[src/svm_pkg.sv]
// Shared types and constants of the sample voice mixer.
package svm_pkg;

  // Fixed field widths
  localparam int OP_W      = 2;
  localparam int IDX_W     = 3;
  localparam int SND_W     = 2;
  localparam int GAIN_W    = 9;
  localparam int GAIN_FRAC = 8;
  localparam int ADDR_IN_W = 14;
  localparam int SAMPLE_W  = 16;
  localparam int LEN_W     = 15;
  localparam int PROD_W    = SAMPLE_W + GAIN_W + 1;

  // Configuration registers: sound lengths 0..3
  localparam int CFG_COUNT = 4;
  localparam int CFG_IDX_W = 2;

  // Item opcodes
  typedef enum logic [OP_W-1:0] {
    OP_LOAD = 2'd0,
    OP_TRIG = 2'd1,
    OP_TICK = 2'd2
  } op_e;

  // Controller states
  typedef enum logic [1:0] {
    ST_IDLE,
    ST_MIX,
    ST_DRAIN,
    ST_FINISH
  } state_e;

  // Input beat, first field in the highest bits
  typedef struct packed {
    logic signed [SAMPLE_W-1:0] sample_value;
    logic [ADDR_IN_W-1:0]       sample_address;
    logic [GAIN_W-1:0]          right_volume;
    logic [GAIN_W-1:0]          left_volume;
    logic [IDX_W-1:0]           sound_index;
    logic [IDX_W-1:0]           voice_index;
    logic [OP_W-1:0]            op;
  } in_beat_t;

  // Output beat, first field in the highest bits
  typedef struct packed {
    logic signed [SAMPLE_W-1:0] right_out;
    logic signed [SAMPLE_W-1:0] left_out;
  } out_beat_t;

  // Commands from controller to datapath
  typedef struct packed {
    logic load_we;
    logic trig_we;
    logic acc_clr;
    logic issue;
    logic out_load;
  } ctrl_cmd_t;

endpackage

[src/svm_ctrl.sv]
// Controller state machine: item decode, voice sequencing and output handshake.
module svm_ctrl #(
  parameter int VOICE_COUNT = 4,
  localparam int VI_W = (VOICE_COUNT > 1) ? $clog2(VOICE_COUNT) : 1
) (
  input  logic                        clk_i,
  input  logic                        rst_ni,
  input  logic                        in_valid_i,
  input  logic [svm_pkg::OP_W-1:0]    in_op_i,
  output logic                        in_ready_o,
  output logic                        out_valid_o,
  input  logic                        out_ready_i,
  output svm_pkg::ctrl_cmd_t          cmd_o,
  output logic [VI_W-1:0]             vidx_o
);

  localparam logic [VI_W-1:0] LAST_VOICE = VI_W'(VOICE_COUNT - 1);
  localparam logic [VI_W-1:0] LAST_DRAIN = VI_W'(1);

  svm_pkg::state_e state_q, state_d;
  logic [VI_W-1:0] cnt_q, cnt_d;
  logic            out_valid_q, out_valid_d;

  // Next state and counter
  always_comb begin
    state_d = state_q;
    cnt_d   = cnt_q;
    case (state_q)
      svm_pkg::ST_IDLE: begin
        if (in_valid_i && in_op_i == svm_pkg::OP_TICK) begin
          state_d = svm_pkg::ST_MIX;
          cnt_d   = '0;
        end
      end
      svm_pkg::ST_MIX: begin
        if (cnt_q == LAST_VOICE) begin
          state_d = svm_pkg::ST_DRAIN;
          cnt_d   = '0;
        end else begin
          cnt_d = cnt_q + VI_W'(1);
        end
      end
      svm_pkg::ST_DRAIN: begin
        if (cnt_q == LAST_DRAIN) begin
          state_d = svm_pkg::ST_FINISH;
        end else begin
          cnt_d = cnt_q + VI_W'(1);
        end
      end
      svm_pkg::ST_FINISH: begin
        if (!out_valid_q || out_ready_i) begin
          state_d = svm_pkg::ST_IDLE;
        end
      end
      default: state_d = svm_pkg::ST_IDLE;
    endcase
  end

  // Outputs and datapath commands
  always_comb begin
    in_ready_o = 1'b0;
    cmd_o      = '0;
    vidx_o     = cnt_q;
    case (state_q)
      svm_pkg::ST_IDLE: begin
        in_ready_o = 1'b1;
        if (in_valid_i) begin
          case (in_op_i)
            svm_pkg::OP_LOAD: cmd_o.load_we = 1'b1;
            svm_pkg::OP_TRIG: cmd_o.trig_we = 1'b1;
            svm_pkg::OP_TICK: cmd_o.acc_clr = 1'b1;
            default:          cmd_o = '0;
          endcase
        end
      end
      svm_pkg::ST_MIX:    cmd_o.issue = 1'b1;
      svm_pkg::ST_DRAIN:  cmd_o = '0;
      svm_pkg::ST_FINISH: cmd_o.out_load = !out_valid_q || out_ready_i;
      default:            cmd_o = '0;
    endcase
  end

  // Output slot: fill on load, drop when taken
  always_comb begin
    out_valid_d = out_valid_q;
    if (cmd_o.out_load) begin
      out_valid_d = 1'b1;
    end else if (out_ready_i) begin
      out_valid_d = 1'b0;
    end
  end

  always_ff @(posedge clk_i or negedge rst_ni) begin
    if (!rst_ni) begin
      state_q     <= svm_pkg::ST_IDLE;
      cnt_q       <= '0;
      out_valid_q <= 1'b0;
    end else begin
      state_q     <= state_d;
      cnt_q       <= cnt_d;
      out_valid_q <= out_valid_d;
    end
  end

  assign out_valid_o = out_valid_q;

endmodule

[config.mk]
export PLATFORM = sky130hd
export DESIGN_NAME = svm_ctrl
export DESIGN_NICKNAME = d
export VERILOG_FILES = /design/src/svm_pkg.sv /design/src/svm_ctrl.sv
export SDC_FILE = /design/constraint.sdc
export NUM_CORES = 1
export LEC_CHECK = 0
export BUFFER_PORTS_ARGS = -buffer_cell sky130_fd_sc_hd__buf_2
export CORE_AREA = 2 2 39 41
export CTS_CLUSTER_SIZE = 40
export DETAILED_ROUTE_END_ITERATION = 16
export DIE_AREA = 0 0 41 43
export PLACE_DENSITY = 0.5
export REMOVE_ABC_BUFFERS = 1
export SLEW_MARGIN = 20
export SYNTH_ARGS = -nofsm -noshare
export SYNTH_HDL_FRONTEND = slang
export SYNTH_SLANG_ARGS = --single-unit
[constraint.sdc]
create_clock -name clk_i -period 2.8 [get_ports clk_i]
set_input_delay 0.56 -clock clk_i [delete_from_list [all_inputs] [get_ports clk_i]]
set_output_delay 0.56 -clock clk_i [all_outputs]
set_load 0.02 [all_outputs]
==> out/results.tsv, run 1 <==
metric	value	unit
synth.yosys.seq_area_share	31.7	%
grt_use_total	11.4	%
grt_first_pass_wirelength	1.29	mm
holdCritPathClass	input port to asynchronous set/reset pin	
globalRouteOverflowTotal	0	
wl_per_cell	10.4	um
start_kind	flip-flop	
tightest_slew	493	ps
cts_hold_buffers	0	
vias	333	
die_area	1760	um2
min_period	2040	ps
cp_top_family	flip-flops	
drc_errors	0	
critPathKind	flip-flop to output pin	
p_clk_share	13.8	%
drive_above_1_share	34.5	%
path_buf_inv	2	
max-cap-violations	0	
finalSetupViolations	0	
power.density	1150	nW/um2
die_width	41	um
setup_tns	0	ps
cp-end-kind	output pin	
max_freq	490	MHz
max_stage_delay	410	ps
ir_drop	0.409	mV
firstDrtPassIters	4	
swShare	44.5	%
critPathMaxFanout	5	
cts_buffers	3	
final_area	503	um2
cts_htree_levels	1	
combPwrFrac	62.2	%
finalPower	579	uW
row_count	14	
clkTransAtPathRegs	40	ps
clock_path_buffers	2	
slowest_stage	dfrtp_1	
vias_per_cell	4.69	
core	1380	um2
antenna_cells	0	
synthCells	38	
slew_headroom	67.1	%
cts_sinks	5	
cts_resized	0	
start_util	28.5	%
drtAntennaViolNets	0	
dp_hpwl	638	um
drtIter0Drc	6	
yosysWarnings	0	
tritoncts	done	
synth.avg_cell_area	10.4	um2
cp.required	2240	ps
port_buffers	14	
p_leak	0.284	nW
grt_pass1_vias	325	
clk_latency	240	ps
hold_violations	0	
rsz0062_at_grt	false	
synth_seq_cells	5	
die_h	43	um
routed_wl	741	um
nNetsFinal	69	
cp_data_arrival_time	1480	ps
postCtsSetupRepairBufs	0	
clockRootBuffer	clkbuf_4	
p_sw	258	uW
area_delta_synth_final	27.6	%
place_area	477	um2
fin_crit_sh	72.9	%
hold_slack	126	ps
io_pins	15	
mappedNetlistArea	394	um2
gp_congestion	0.583	
fin_skew	2.59	ps
antenna_found_initial	0	
grt_max_degree	6	
p_seq_share	24.0	%
cp_cell_sequence	inv_1, ha_1, nand2_1, nor3b_1, buf_2	
ys_types	20	
drv_slew	0	
status	finished clean	
internal_power	321	uW
==> worst paths after layout <==
check,slack [ps],start,end,cells after the start
worst max-delay path,760,state_q[0],cmd_o[3],5
worst min-delay path,130,rst_ni,state_q[1],1
worst max register to register,1060,state_q[1],state_q[1],5
worst min register to register,510,out_valid_o,out_valid_o,2
max in group asynchronous,2550,rst_ni,out_valid_o,1
min in group clk_i,510,out_valid_o,out_valid_o,2
==> stage by stage <==
| step | utilization (%) | worst slack (ps) | cells |
|---|---|---|---|
| after floorplan | - | 737 | 37 |
| after global placement | 34.4 | 1000 | 67 |
| after detailed placement | 34.4 | 1010 | 67 |
| after CTS | 36.3 | 739 | 71 |
| after global routing | 36.3 | 580 | 71 |
| final | 36.3 | 760 | 71 |
==> cells by family after synthesis <==
logic type	count (synthesis)	synth area share, %
buf+inv	6	6.67
compound gates	5	10.2
fa+ha+maj	7	22.2
flops	5	31.7
simple gates	12	20.3
mux	3	8.89
==> cell type report <==
cell class              count  area [um2]
clock buffers               4        26.3
fillers                   150         881
inverters                   5        18.8
multi-input cells          27         243
flip-flops and latches      5         125
well taps                  16        20.0
repair buffers             14        70.1
==> registers in the layout, indices dropped and copies added, names as in the netlist <==
signal	cells
state_q	2
vidx_o	2
out_valid_o	1
==> cell usage after synthesis <==
library cell / n / area [um2]
nor3_1: 1 / 5.00
and2_1: 1 / 6.26
ha_1: 7 / 87.6
inv_1: 5 / 18.8
nand2b_1: 2 / 12.5
mux2i_1: 2 / 20.0
mux2_4: 1 / 15.0
and2b_2: 1 / 8.76
nand3b_1: 1 / 7.51
a2111o_1: 1 / 11.3
nor3b_1: 2 / 15.0
dfrtp_1: 5 / 125
o211ai_1: 2 / 15.0
nor4_1: 1 / 6.26
buf_4: 1 / 7.51
and3b_1: 1 / 8.76
a221oi_1: 1 / 8.76
nor2b_1: 1 / 6.26
nand2_1: 1 / 3.75
a21oi_1: 1 / 5.00
==> cell usage in the layout, fill, tap and decap left out <==
cell type   n
inv_1       5
nor3b_1     2
and3b_1     1
nand2_1     1
nor3_1      1
and2_1      1
ha_1        7
nor2b_1     1
a221oi_1    1
nand3b_1    1
nor4_1      1
o211ai_1    2
and2b_2     1
clkbuf_1    1
mux2_4      1
nand2b_1    2
mux2i_1     2
a2111o_1    1
buf_2      14
clkbuf_4    3
a21oi_1     1
dfrtp_1     5
==> worst register-to-register path, delay by kind of cell, from the launching register on <==
kind | cells | cell delay [ps]
DFF | 1 | 410
AOI/OAI and AO/OA | 1 | 410
muxes | 1 | 310
and+or+nand+nor | 1 | 210
adders and majority gates | 1 | 200
buffers and inverters | 1 | 80
==> per-layer routing <==
layer  wire length [um]  global-route usage [%]  vias up
met2                404                    18.8        9
met1                297                    11.5      157
met4                  0                    8.00        0
met3                 40                    3.14        0
met5                  0                       0        -
li1                   -                       -      167
==> power by group through the flow <==
stage	Clock, mW	Combinational, mW	Sequential [mW]
floorplan	0	0.253	0.157
global placement	0	0.363	0.139
detailed placement	0	0.364	0.141
CTS	0.0847	0.366	0.140
global route	0.0906	0.406	0.149
finish	0.0799	0.360	0.139
Power figures use the tool's default switching activity.
==> run 2, diff against run 1 <==
--- a/config.mk
+++ b/config.mk
@@ -5,12 +5,13 @@
 export SDC_FILE = /design/constraint.sdc
 export NUM_CORES = 1
 export LEC_CHECK = 0
+export ABC_AREA = 1
 export BUFFER_PORTS_ARGS = -buffer_cell sky130_fd_sc_hd__buf_2
 export CORE_AREA = 2 2 39 41
 export CTS_CLUSTER_SIZE = 40
 export DETAILED_ROUTE_END_ITERATION = 16
 export DIE_AREA = 0 0 41 43
-export PLACE_DENSITY = 0.5
+export PLACE_DENSITY = 0.52
 export REMOVE_ABC_BUFFERS = 1
 export SLEW_MARGIN = 20
 export SYNTH_ARGS = -nofsm -noshare
==> constraint.sdc (replaced) <==
create_clock -name clk_i -period 1.9 [get_ports clk_i]
set_input_delay 0.38 -clock clk_i [delete_from_list [all_inputs] [get_ports clk_i]]
set_output_delay 0.38 -clock clk_i [all_outputs]
set_load 0.02 [all_outputs]
==> run 2 against run 1 <==
- clock power grew 50%
- sequential share of layout area shrank 1.6 points
- sequential power grew 45%
- critical endpoint is now cmd_o[4]
==> out/results.tsv, run 2 <==
metric	value	unit
dp_hpwl	667	um
area_delta_synth_final	29.1	%
grt_use_total	11.5	%
power.density	1560	nW/um2
yosys.area.top_type	dfrtp_1	
synthCells	58	
cp_data_arrival_time	1350	ps
synth_edf_count	0	
tightest_slew	166	ps
yosysMostFrequentCell	nand2_1	
utilization	38.9	%
slew_headroom	88.9	%
critPathKind	flip-flop to output pin	
core	1380	um2
drive_above_1_share	27.6	%
start_util	30.1	%
cts_sinks	5	
wl_per_cell	8.65	um
yosys-top-cells-area	dfrtp_1, ha_1, nand2_1	
yosysWarnings	0	
gp_congestion	0.745	
synth_seq_cells	5	
drv_slew	0	
drc_errors	0	
max_freq	577	MHz
yosys.area.top_type_share	30.0	%
critPathMaxFanout	5	
finalSetupViolations	0	
fin_crit_sh	91.2	%
cts_buffers	3	
clock_path_buffers	2	
firstDrtPassIters	3	
synth_common_cells	nand2_1, inv_1, ha_1, dfrtp_1	
max-cap-violations	0	
postCtsSetupRepairBufs	0	
die_width	41	um
cp.required	1520	ps
start_kind	flip-flop	
ys_types	13	
setup_tns	0	ps
die_area	1760	um2
die_h	43	um
async_flop_share	100	%
globalRouteOverflowTotal	0	
min_period	1730	ps
cts_htree_levels	1	
ir_drop	0.496	mV
synth_ff_type	dfrtp_1	
status	finished clean	
layout_commonest_cell	nand2_1	
antenna_cells	0	
hold_violations	0	
row_count	14	
routed_wl	796	um
cp-end-kind	output pin	
mappedNetlistArea	417	um2
antenna_found_initial	0	
grt_pass1_vias	377	
port_buffers	14	
holdCritPathClass	input port to flip-flop	
rsz0062_at_grt	false	
io_pins	15	
p_leak	0.323	nW
vias	394	
fin_skew	5.67	ps
synth.yosys.seq_area_share	30.0	%
clk_latency	240	ps
drtIter0Drc	9	
vias_per_cell	4.28	
synth.avg_cell_area	7.18	um2
grt_first_pass_wirelength	1.36	mm
drtAntennaViolNets	0	
nNetsFinal	90	
tritoncts	done	
clockRootBuffer	clkbuf_4	
grt_max_degree	6	
clkTransAtPathRegs	50	ps
final_cell_mix	nand2_1, buf_2, inv_1	
## run 2: worst paths after layout
path	startpoint	endpoint	slack, ps	cells after the start
worst max-delay path	state_q[0]	cmd_o[4]	170	5
worst min-delay path	out_ready_i	out_valid_o	390	4
worst max register to register	state_q[0]	state_q[1]	630	7
worst min register to register	out_valid_o	out_valid_o	520	2
max in group asynchronous	rst_ni	state_q[1]	1280	2
min in group asynchronous	rst_ni	vidx_o[1]	480	2
## run 2: cells by family after synthesis
logic type / Yosys count / share of synthesized area (%)
buffers and inverters: 13 / 12.6
adders and majority gates: 7 / 21.0
DFF: 5 / 30.0
and+or+nand+nor: 29 / 31.5
AOI/OAI and AO/OA: 4 / 4.80
## run 2: where the power goes
group	total [mW]	internal (mW)	leakage [nW]	switching (mW)
combinational	0.517	0.191	0.243	0.326
clock	0.120	0.0793	0.0150	0.0410
sequential	0.201	0.152	0.0646	0.0486
## run 2: per-stage QoR
stage          setup WS, ps  total power, mW  instance area, um2  hold slack [ps]  cells
2_1_floorplan           140            0.583                 409             84.4     57
3_3_place_gp            417            0.714                 499              202     87
3_5_place_dp            396            0.718                 499              201     87
4_1_cts                 129            0.849                 536              379     92
5_1_grt                28.3            0.936                 538              428     92
6_report                168            0.838                 538              390     92
## run 2: timing repair
item,in CTS,in global routing
hold endpoints to repair,5,0
gates resized for setup,0,1
endpoints found under the setup margin,0,1
hold buffers,1,0
## run 2: area by class of cell
class | instances | area, um2
Fill cell | 152 | 846
Inverter | 12 | 45.0
Multi-Input combinational cell | 40 | 241
Clock buffer | 4 | 26.3
Tap cell | 16 | 20.0
Sequential cell | 5 | 125
Timing Repair Buffer | 15 | 80.1
## run 2: metal layers
metal	share of wire, %	GRT usage [%]	vias to the layer above
met2	50	16.6	6
li1	-	-	212
met4	0	2.00	0
met3	3.3	7.85	0
met5	0	0	-
met1	47	13.9	176
## run 2: critical path, cell delays in order (launching register included)
cell and delay, ps:
dfrtp_1 420, inv_1 110, ha_2 210, nand2_1 70
nor3_1 120, buf_2 190
